[src/hdl/stsq_pkg.sv]
`timescale 1ns / 1ps
// shared types and constants for the step table sequencer
package stsq_pkg;

    typedef enum logic [3:0] {
        CMD_LOAD     = 4'd0,
        CMD_CLEAR    = 4'd1,
        CMD_START    = 4'd2,
        CMD_PAUSE    = 4'd3,
        CMD_RESUME   = 4'd4,
        CMD_ABORT    = 4'd5,
        CMD_RESET    = 4'd6,
        CMD_TICK     = 4'd7,
        CMD_COMPLETE = 4'd8
    } cmd_t;

    typedef enum logic [4:0] {
        MODE_IDLE    = 5'b00001,
        MODE_RUNNING = 5'b00010,
        MODE_PAUSED  = 5'b00100,
        MODE_DONE    = 5'b01000,
        MODE_FAULT   = 5'b10000
    } mode_t;

    typedef enum logic [1:0] {
        CAUSE_NONE    = 2'd0,
        CAUSE_TIMEOUT = 2'd1,
        CAUSE_FAILED  = 2'd2,
        CAUSE_ABORT   = 2'd3
    } cause_t;

    localparam logic [2:0] RS_IDLE    = 3'd0;
    localparam logic [2:0] RS_RUNNING = 3'd1;
    localparam logic [2:0] RS_PAUSED  = 3'd2;
    localparam logic [2:0] RS_DONE    = 3'd3;
    localparam logic [2:0] RS_FAULT   = 3'd4;

    typedef struct packed {
        logic [23:0] limit_ms;
        logic [23:0] nominal_ms;
    } step_row_t;

    function automatic logic [2:0] mode_code(input mode_t m);
        logic [2:0] code;
        case (m)
            MODE_IDLE:    code = RS_IDLE;
            MODE_RUNNING: code = RS_RUNNING;
            MODE_PAUSED:  code = RS_PAUSED;
            MODE_DONE:    code = RS_DONE;
            MODE_FAULT:   code = RS_FAULT;
            default:      code = RS_IDLE;
        endcase
        return code;
    endfunction

endpackage

[src/hdl/stsq_ram.sv]
`timescale 1ns / 1ps
// generic single-port-write, single-port-read ram with registered read
module stsq_ram #(
    parameter int WIDTH = 48,
    parameter int DEPTH = 16
) (
    input  logic                                   clk,
    input  logic                                   we,
    input  logic [(DEPTH > 1 ? $clog2(DEPTH) : 1)-1:0] waddr,
    input  logic [WIDTH-1:0]                       wdata,
    input  logic [(DEPTH > 1 ? $clog2(DEPTH) : 1)-1:0] raddr,
    output logic [WIDTH-1:0]                       rdata
);

    logic [WIDTH-1:0] mem [DEPTH];

    // read returns the old contents when both ports hit the same entry
    always_ff @(posedge clk)
    begin
        if (we)
        begin
            mem[waddr] <= wdata;
        end
        rdata <= mem[raddr];
    end

endmodule

[src/hdl/step_table_sequencer_with_timeout.sv]
`timescale 1ns / 1ps
// step table sequencer with per-step timeout
// pipeline: update stage, then output register; throughput: one command per cycle
// while in_stall is low; the step table ram is read every cycle at the step index of the
// next state, so the current limit and nominal are always at hand
// reset: asynchronous, clears mode, counters, times and pipeline valids at once;
// table contents are undefined until loaded and need no clearing pass
module step_table_sequencer_with_timeout
    import stsq_pkg::*;
#(
    parameter int MAX_STEPS = 16
) (
    input  logic        clk,
    input  logic        rst_n,
    input  logic        in_valid,
    output logic        in_stall,
    input  logic [3:0]  cmd,
    input  logic [15:0] tick_ms,
    input  logic        step_ok,
    input  logic [23:0] nominal_ms,
    input  logic [23:0] limit_ms,
    output logic        out_valid,
    input  logic        out_stall,
    output logic [2:0]  run_state,
    output logic [4:0]  step_number,
    output logic [31:0] step_time,
    output logic [31:0] run_time,
    output logic [1:0]  fault_cause,
    output logic        accepted,
    output logic        rejected,
    output logic [4:0]  finished_count,
    output logic [4:0]  loaded_count,
    output logic [23:0] current_nominal,
    output logic [31:0] record_time,
    output logic        record_valid
);

    localparam int CNT_W  = $clog2(MAX_STEPS + 1);
    localparam int ADDR_W = (MAX_STEPS > 1) ? $clog2(MAX_STEPS) : 1;
    localparam int ROW_W  = $bits(step_row_t);
    localparam logic [CNT_W-1:0] MAX_CNT = CNT_W'(MAX_STEPS);

    // sequencer state
    mode_t            mode_reg, mode_next;
    cause_t           cause_reg, cause_next;
    logic [CNT_W-1:0] cur_reg, cur_next;
    logic [CNT_W-1:0] count_reg, count_next;
    logic [CNT_W-1:0] records_reg, records_next;
    logic [31:0]      step_t_reg, step_t_next;
    logic [31:0]      run_t_reg, run_t_next;

    // table access
    logic              tbl_we;
    logic [ADDR_W-1:0] tbl_waddr;
    logic [ADDR_W-1:0] tbl_raddr;
    step_row_t         tbl_wrow;
    logic [ROW_W-1:0]  tbl_rdata;
    logic              fwd_hit_reg, fwd_hit_next;
    step_row_t         fwd_row_reg;
    step_row_t         cur_row;

    // update stage and output register
    logic        take;
    logic        s1_adv;
    logic        s1_valid_reg, s1_valid_next;
    logic        s1_acc_reg, s1_rej_reg, s1_recv_reg;
    logic [31:0] s1_rect_reg;
    logic        acc_c, rej_c, recv_c;
    logic [31:0] rect_c;
    logic        out_valid_reg, out_valid_next;

    logic [32:0] step_sum;
    logic [32:0] run_sum;
    logic [31:0] step_sat;
    logic [31:0] run_sat;
    logic        past_end;
    logic [CNT_W-1:0] cur_inc;

    logic [2:0]  o_state_reg;
    logic [4:0]  o_step_reg;
    logic [31:0] o_step_t_reg;
    logic [31:0] o_run_t_reg;
    logic [1:0]  o_cause_reg;
    logic        o_acc_reg;
    logic        o_rej_reg;
    logic [4:0]  o_fin_reg;
    logic [4:0]  o_load_reg;
    logic [23:0] o_nom_reg;
    logic [31:0] o_rect_reg;
    logic        o_recv_reg;

    stsq_ram #(
        .WIDTH (ROW_W),
        .DEPTH (MAX_STEPS)
    ) u_table (
        .clk   (clk),
        .we    (tbl_we),
        .waddr (tbl_waddr),
        .wdata (tbl_wrow),
        .raddr (tbl_raddr),
        .rdata (tbl_rdata)
    );

    // row of the current step, with a load to that same entry forwarded
    assign cur_row  = fwd_hit_reg ? fwd_row_reg : step_row_t'(tbl_rdata);
    assign past_end = (cur_reg >= count_reg);
    assign cur_inc  = cur_reg + CNT_W'(1);

    assign step_sum = {1'b0, step_t_reg} + 33'(tick_ms);
    assign run_sum  = {1'b0, run_t_reg} + 33'(tick_ms);
    assign step_sat = step_sum[32] ? 32'hFFFF_FFFF : step_sum[31:0];
    assign run_sat  = run_sum[32] ? 32'hFFFF_FFFF : run_sum[31:0];

    assign s1_adv   = s1_valid_reg && (!out_valid_reg || !out_stall);
    assign in_stall = s1_valid_reg && out_valid_reg && out_stall;
    assign take     = in_valid && !in_stall;

    assign s1_valid_next  = take || (s1_valid_reg && !s1_adv);
    assign out_valid_next = s1_adv || (out_valid_reg && out_stall);

    assign tbl_waddr    = count_reg[ADDR_W-1:0];
    assign tbl_wrow     = '{limit_ms: limit_ms, nominal_ms: nominal_ms};
    assign tbl_raddr    = cur_next[ADDR_W-1:0];
    assign fwd_hit_next = tbl_we && (tbl_waddr == tbl_raddr);

    always_comb
    begin
        mode_next    = mode_reg;
        cause_next   = cause_reg;
        cur_next     = cur_reg;
        count_next   = count_reg;
        records_next = records_reg;
        step_t_next  = step_t_reg;
        run_t_next   = run_t_reg;
        tbl_we       = 1'b0;
        acc_c        = 1'b0;
        rej_c        = 1'b0;
        recv_c       = 1'b0;
        rect_c       = '0;
        if (take)
        begin
            case (cmd_t'(cmd))
                CMD_LOAD:
                begin
                    if (count_reg >= MAX_CNT)
                    begin
                        rej_c = 1'b1;
                    end
                    else
                    begin
                        tbl_we     = 1'b1;
                        count_next = count_reg + CNT_W'(1);
                    end
                end
                CMD_CLEAR, CMD_RESET:
                begin
                    if (cmd_t'(cmd) == CMD_CLEAR)
                    begin
                        count_next = '0;
                    end
                    mode_next    = MODE_IDLE;
                    cause_next   = CAUSE_NONE;
                    cur_next     = '0;
                    records_next = '0;
                    step_t_next  = '0;
                    run_t_next   = '0;
                end
                CMD_START:
                begin
                    if (count_reg == '0 ||
                        (mode_reg != MODE_IDLE && mode_reg != MODE_DONE))
                    begin
                        rej_c = 1'b1;
                    end
                    else
                    begin
                        mode_next    = MODE_RUNNING;
                        cause_next   = CAUSE_NONE;
                        cur_next     = '0;
                        records_next = '0;
                        step_t_next  = '0;
                        run_t_next   = '0;
                    end
                end
                CMD_PAUSE:
                begin
                    if (mode_reg == MODE_RUNNING)
                    begin
                        mode_next = MODE_PAUSED;
                    end
                end
                CMD_RESUME:
                begin
                    if (mode_reg == MODE_PAUSED)
                    begin
                        mode_next = MODE_RUNNING;
                    end
                end
                CMD_ABORT:
                begin
                    mode_next  = MODE_FAULT;
                    cause_next = CAUSE_ABORT;
                end
                CMD_TICK:
                begin
                    if (mode_reg == MODE_RUNNING)
                    begin
                        if (past_end)
                        begin
                            mode_next = MODE_DONE;
                        end
                        else
                        begin
                            step_t_next = step_sat;
                            run_t_next  = run_sat;
                            if (step_sat > {8'd0, cur_row.limit_ms})
                            begin
                                mode_next  = MODE_FAULT;
                                cause_next = CAUSE_TIMEOUT;
                            end
                        end
                    end
                end
                CMD_COMPLETE:
                begin
                    if (mode_reg == MODE_RUNNING && !past_end)
                    begin
                        recv_c = 1'b1;
                        rect_c = step_t_reg;
                        if (records_reg < MAX_CNT)
                        begin
                            records_next = records_reg + CNT_W'(1);
                        end
                        if (!step_ok)
                        begin
                            mode_next  = MODE_FAULT;
                            cause_next = CAUSE_FAILED;
                        end
                        else
                        begin
                            cur_next    = cur_inc;
                            step_t_next = '0;
                            acc_c       = 1'b1;
                            if (cur_inc >= count_reg)
                            begin
                                mode_next = MODE_DONE;
                            end
                        end
                    end
                end
                default:
                begin
                end
            endcase
        end
    end

    always_ff @(posedge clk or negedge rst_n)
    begin
        if (!rst_n)
        begin
            mode_reg      <= MODE_IDLE;
            cause_reg     <= CAUSE_NONE;
            cur_reg       <= '0;
            count_reg     <= '0;
            records_reg   <= '0;
            step_t_reg    <= '0;
            run_t_reg     <= '0;
            fwd_hit_reg   <= 1'b0;
            s1_valid_reg  <= 1'b0;
            out_valid_reg <= 1'b0;
        end
        else
        begin
            mode_reg      <= mode_next;
            cause_reg     <= cause_next;
            cur_reg       <= cur_next;
            count_reg     <= count_next;
            records_reg   <= records_next;
            step_t_reg    <= step_t_next;
            run_t_reg     <= run_t_next;
            fwd_hit_reg   <= fwd_hit_next;
            s1_valid_reg  <= s1_valid_next;
            out_valid_reg <= out_valid_next;
        end
    end

    always_ff @(posedge clk)
    begin
        if (fwd_hit_next)
        begin
            fwd_row_reg <= tbl_wrow;
        end
        if (take)
        begin
            s1_acc_reg  <= acc_c;
            s1_rej_reg  <= rej_c;
            s1_recv_reg <= recv_c;
            s1_rect_reg <= rect_c;
        end
        // state registers still hold the post-command state of the transaction in s1
        if (s1_adv)
        begin
            o_state_reg  <= mode_code(mode_reg);
            o_step_reg   <= 5'(cur_reg);
            o_step_t_reg <= step_t_reg;
            o_run_t_reg  <= run_t_reg;
            o_cause_reg  <= cause_reg;
            o_acc_reg    <= s1_acc_reg;
            o_rej_reg    <= s1_rej_reg;
            o_fin_reg    <= 5'(records_reg);
            o_load_reg   <= 5'(count_reg);
            o_nom_reg    <= past_end ? 24'd0 : cur_row.nominal_ms;
            o_rect_reg   <= s1_rect_reg;
            o_recv_reg   <= s1_recv_reg;
        end
    end

    assign out_valid       = out_valid_reg;
    assign run_state       = o_state_reg;
    assign step_number     = o_step_reg;
    assign step_time       = o_step_t_reg;
    assign run_time        = o_run_t_reg;
    assign fault_cause     = o_cause_reg;
    assign accepted        = o_acc_reg;
    assign rejected        = o_rej_reg;
    assign finished_count  = o_fin_reg;
    assign loaded_count    = o_load_reg;
    assign current_nominal = o_nom_reg;
    assign record_time     = o_rect_reg;
    assign record_valid    = o_recv_reg;

endmodule
[config.mk]
export PLATFORM = sky130hd
export DESIGN_NAME = step_table_sequencer_with_timeout
export DESIGN_NICKNAME = d
export VERILOG_FILES = /design/src/hdl/stsq_pkg.sv /design/src/hdl/stsq_ram.sv /design/src/hdl/step_table_sequencer_with_timeout.sv
export SDC_FILE = /design/constraint.sdc
export NUM_CORES = 2
export LEC_CHECK = 0
export BUFFER_PORTS_ARGS = -buffer_cell sky130_fd_sc_hd__buf_2
export CAP_MARGIN = 0
export CORE_ASPECT_RATIO = 1.4
export CORE_MARGIN = 10
export CORE_UTILIZATION = 55
export CTS_CLUSTER_DIAMETER = 150
export CTS_CLUSTER_SIZE = 28
export DETAILED_ROUTE_END_ITERATION = 12
export PLACE_DENSITY_LB_ADDON = 0.05
export SLEW_MARGIN = 0
export SYNTH_ARGS = -nofsm -noshare
export SYNTH_HDL_FRONTEND = slang
export SYNTH_SLANG_ARGS = --single-unit
[constraint.sdc]
create_clock -name clk -period 31.2 [get_ports clk]
set_input_delay 6.24 -clock clk [delete_from_list [all_inputs] [get_ports clk]]
set_output_delay 6.24 -clock clk [all_outputs]
set_load 0.01 [all_outputs]
==> parameters.txt <==
Parameter                              Value

STA
  Hold Worst Slack ... 0.426 ns
  Max Clk Rate ... 77.1 MHz
  TNS Setup ... 0 ns
  Final setup skew ... 0.0254 ns
  Final min period ... 12.98 ns
  RSZ-0062 raised after global routing ... false
  Count of final setup violators ... 0
  Max-Slew Margin vs Limit ... 22.6%
  Total count of hold-check failures in the final report ... 0
  Final count of pins violating max slew ... 0
  Post-route fraction of the period consumed by the critical path ... 41.6%
  Slew @ Worst Pin ... 1.16 ns

Worst hold path
  Hold path startpoint ... s1_rect_reg[3]$_SDFFCE_PN0P_
  Number of cells traversed by the worst hold path ... 0
  Worst Hold Path EP ... record_time[3]$_DFFE_PP_
  Worst Hold Class ... reg -> reg

Synth
  Portion of the post-synthesis area used by sequential elements ... between 60% and 70%
  Syn avg cell area ... about 12 um^2
  Xor/xnor cell area share of the yosys netlist ... 0.827%
  Mux cell area share after synthesis ... 4.95%
  Netlist cell types ... 88
  Async SR Flop Fraction ... 7.87%
  EDFF count, synth ... 994
  Number of register bits inferred by synthesis ... 1131
  Top area cells in the synthesized netlist ... sky130_fd_sc_hd__edfxtp_1, sky130_fd_sc_hd__nand2_1, sky130_fd_sc_hd__mux2i_1, sky130_fd_sc_hd__dfrtp_1, sky130_fd_sc_hd__and3_1
  Number of nets produced by synthesis ... 4222
  Adder-cell share of the synthesized area ... about 1.9%
  Area share of the largest cell type after synthesis ... between 50% and 60%
  Largest area contributor in the synthesized netlist ... sky130_fd_sc_hd__edfxtp_1
  Most instantiated flip-flop cell in the synthesis netlist ... sky130_fd_sc_hd__edfxtp_1
  Fraction of the mapped netlist area in compound gates ... roughly a tenth
  Synthesized netlist cell count ... 4075
  Post-Syn Area ... 0.0498 mm^2
  Combinational family with the most area after synthesis ... simple AND/OR/NAND/NOR gates
  Number of warnings printed during yosys synthesis ... 0
  Simple-gate portion of the synthesized area ... roughly an eighth

Floorplan
  Number of rows created at floorplan ... 130
  IO Count ... 218
  Full die area ... 0.103 mm^2
  Die extent in x ... roughly 270 um
  Initial Utilization ... between 50% and 60%
  Core outline area ... 0.0898 mm^2
  Y dimension of the die ... 376 um

Detailed routing
  Drt drc ... 0
  Post-DR wirelength/cell ... between 20 and 30 um
  Vias after detailed routing ... 33500
  Detailed router's first-iteration violation count ... approximately 3200
  Detail-routed via count per cell ... 6.26
  Total Routed Length ... 139000 um
  Pre-Repair DR Iteration Count ... 5
  Post-route ant nets ... 0

Final layout
  Area Growth Syn to Fin ... 7.01%
  Non-filler cells, final ... 5353
  Post-layout util ... 59.3%
  Max reg flops ... roughly 770
  Net count, final ... 4282
  Share of final-layout standard cells stronger than drive strength 1 ... about 9.3%

Run status
  Status ... finished, final reports clean

Clock tree
  Post-CTS clock slew at the launch and capture registers of the worst setup and hold paths ... 0.11 ns
  Count of cells resized by post-cts repair ... 0
  Source-to-sink clock delay at the later pin of the worst-skew pair ... 0.67 ns
  Number of buffers added to fix hold violations after cts ... 0
  Count of H-tree levels built during CTS ... 2
  Post-CTS setup buffer count ... 0
  TritonCTS clock tree ... built
  Clock buffer count from CTS ... 46
  Buffer cell driving the clock tree root ... sky130_fd_sc_hd__clkbuf_16
  Largest buffer count on any clock path ... 3
  Clk sink count ... 1131

Global routing
  Pin count of the biggest net entering global routing ... 144
  Global-route congestion overflow total ... 0
  Number of antenna violations at the first check in global routing ... 12
  Global Route Usage Sum ... 26.4%
  Via count of the first global-routing pass ... 32700
  First-pass GRT wire length ... 206000 um

Placed design
  IO buf count ... 217
  Cell count after placement ... between 5000 and 6000
  Final estimated routing congestion in global placement ... 0.884
  Detailed-placement wirelength estimate ... ~75000 um

Power
  Worst supply voltage drop on vdd ... between 60 and 70 uV
  Sum of internal, switching and leakage power ... 2.62 mW
  Total power divided by cell area ... 49.2 mW/mm^2
  Static power due to leakage ... a little over 20 nW

Setup path
  Endpoint class of the critical path ... output pin
  Worst endpoint required time ... around 25 ns
  Standard cell with the maximum stage delay on the critical path ... sky130_fd_sc_hd__buf_2
  Reg2Reg Setup Slack ... 25.32 ns
  Kind of critical path ... in -> out
  Critical path, cell by cell ... buf_2, nand3_1, inv_1, buf_2
  FF-to-FF Start ... step_t_reg[12]$_DFFE_PN0P_
  Reg2reg path depth ... 18
  End of the worst register-to-register path ... mode_reg[1]$_DFFE_PN0P_
  Largest incremental delay on the critical path ... between 0.1 and 0.15 ns
  Crit Path Max Fanout ... 3
  CP top delay family ... buffers and inverters
  Buf+Inv Stages, Crit Path ... 3
  Most common cell on crit path ... sky130_fd_sc_hd__buf_2
  Setup crit start kind ... primary input
  CP Data Arrival Time ... 6.74 ns

Flow run
  Maxcap violations ... 0
==> layout make-up <==
| class | instances | area, um^2 |
|---|---|---|
| clock inverter | 3 | 48.8 |
| inverter | 39 | 161 |
| fill | 7374 | 36500 |
| clock buffer | 73 | 1270 |
| multi-input combinational | 2642 | 15700 |
| antenna | 2 | 5.00 |
| tap | 1188 | 1490 |
| timing repair buffer | 275 | 1550 |
| sequential | 1131 | 33000 |
==> routing by layer <==
metal  GRT usage, %  wire length, um
met2           45.9            70000
met1           33.0            54500
met3           3.26             8850
met5              0               93
met4           10.8             5720
==> worst max path at each step <==
stage                         start                 end  depth (start not counted)
after CTS                 out_stall            in_stall                          4
after floorplan           out_stall  accepted$_DFFE_PP_                          1
after global placement    out_stall            in_stall                          4
after detailed placement  out_stall            in_stall                          4
final                     out_stall            in_stall                          4
after global routing      out_stall            in_stall                          4
==> placed cells by master, fill, tap and decap left out, drive strengths merged, types with 4 or more instances in the layout <==
master,count
or3,5
nand2b,4
a41oi,6
and3,215
xnor2,24
nor4,13
edfxtp,994
o211ai,57
nor2,89
o21ai,221
o22a,4
nand3,78
dfxtp,48
a21o,23
dfrtp,88
o31ai,5
a22o,22
inv,41
ha,72
o21a,8
a31oi,17
xor2,23
and2,43
mux2i,243
a211oi,151
buf,275
nor2b,11
clkbuf,73
nand4,68
a21oi,266
nand2,885
nor3,21
a21boi,6
==> cells in the mapped netlist (3+ instances only) <==
cell / count
sky130_fd_sc_hd__o21a_1: 8
sky130_fd_sc_hd__inv_1: 37
sky130_fd_sc_hd__a21o_1: 23
sky130_fd_sc_hd__nor2b_1: 11
sky130_fd_sc_hd__o211ai_1: 56
sky130_fd_sc_hd__a211oi_1: 150
sky130_fd_sc_hd__nand4_1: 68
sky130_fd_sc_hd__xor2_1: 23
sky130_fd_sc_hd__o31ai_1: 5
sky130_fd_sc_hd__nand2_1: 884
sky130_fd_sc_hd__clkbuf_1: 166
sky130_fd_sc_hd__nand2b_1: 4
sky130_fd_sc_hd__nand3_1: 77
sky130_fd_sc_hd__nor2_1: 89
sky130_fd_sc_hd__mux2i_1: 243
sky130_fd_sc_hd__buf_1: 17
sky130_fd_sc_hd__a22o_1: 21
sky130_fd_sc_hd__a21oi_2: 3
sky130_fd_sc_hd__edfxtp_1: 994
sky130_fd_sc_hd__nor4_1: 11
sky130_fd_sc_hd__o22a_1: 4
sky130_fd_sc_hd__o2bb2ai_1: 3
sky130_fd_sc_hd__and2_1: 41
sky130_fd_sc_hd__a21boi_0: 5
sky130_fd_sc_hd__a41o_1: 3
sky130_fd_sc_hd__ha_1: 72
sky130_fd_sc_hd__a2111oi_0: 3
sky130_fd_sc_hd__or3_1: 5
sky130_fd_sc_hd__o2111ai_1: 3
sky130_fd_sc_hd__o21ai_1: 25
sky130_fd_sc_hd__and3_1: 214
sky130_fd_sc_hd__nor3_1: 21
sky130_fd_sc_hd__o21bai_1: 3
sky130_fd_sc_hd__a41oi_1: 6
sky130_fd_sc_hd__dfrtp_1: 88
sky130_fd_sc_hd__nand3b_1: 3
sky130_fd_sc_hd__xnor2_1: 24
sky130_fd_sc_hd__a311oi_1: 3
sky130_fd_sc_hd__a21oi_1: 263
sky130_fd_sc_hd__a31oi_1: 16
sky130_fd_sc_hd__dfxtp_1: 48
sky130_fd_sc_hd__o21ai_0: 196
sky130_fd_sc_hd__buf_2: 80
==> where the power goes <==
group          leakage, nW  internal, mW  switching [mW]
Combinational         8.99        0.0611           0.119
Clock                0.634         0.288           0.459
Sequential            10.7          1.68          0.0175
Total                 20.3          2.02           0.596
==> logic make-up (layout without fill, tap and decap cells) <==
family	after synthesis	count (layout)
adders and majority gates	74	74
AOI/OAI and AO/OA	827	827
other	0	2
xor gates and xnor gates	47	47
and+or+nand+nor	1448	1448
buffers and inverters	302	390
muxes	246	246
DFF	1131	1131
==> worst register-to-register path: stages (launching register included) <==
cell	delay, ns
sky130_fd_sc_hd__dfrtp_1	0.53
sky130_fd_sc_hd__ha_1	0.47
sky130_fd_sc_hd__nand4_1	0.17
sky130_fd_sc_hd__nor3_1	0.31
sky130_fd_sc_hd__a21boi_1	0.38
sky130_fd_sc_hd__o21ai_1	0.17
sky130_fd_sc_hd__a2111o_1	0.50
sky130_fd_sc_hd__buf_4	0.28
sky130_fd_sc_hd__nand2_1	0.15
sky130_fd_sc_hd__ha_1	0.25
sky130_fd_sc_hd__a21o_1	0.19
sky130_fd_sc_hd__a21o_1	0.17
sky130_fd_sc_hd__a21oi_1	0.13
sky130_fd_sc_hd__o21ai_0	0.08
sky130_fd_sc_hd__a2111oi_0	0.40
sky130_fd_sc_hd__a21oi_1	0.17
sky130_fd_sc_hd__or4b_4	0.65
sky130_fd_sc_hd__o41ai_4	0.45
sky130_fd_sc_hd__mux2_1	0.36
==> stage by stage <==
stage	instance area, um^2	worst slack, ns
2_1_floorplan	49800	13.77
3_3_place_gp	51900	18.22
3_5_place_dp	51900	18.23
4_1_cts	53300	18.23
5_1_grt	53300	18.16
6_report	53300	18.22
No activity file was read; power rests on OpenSTA's default activity.
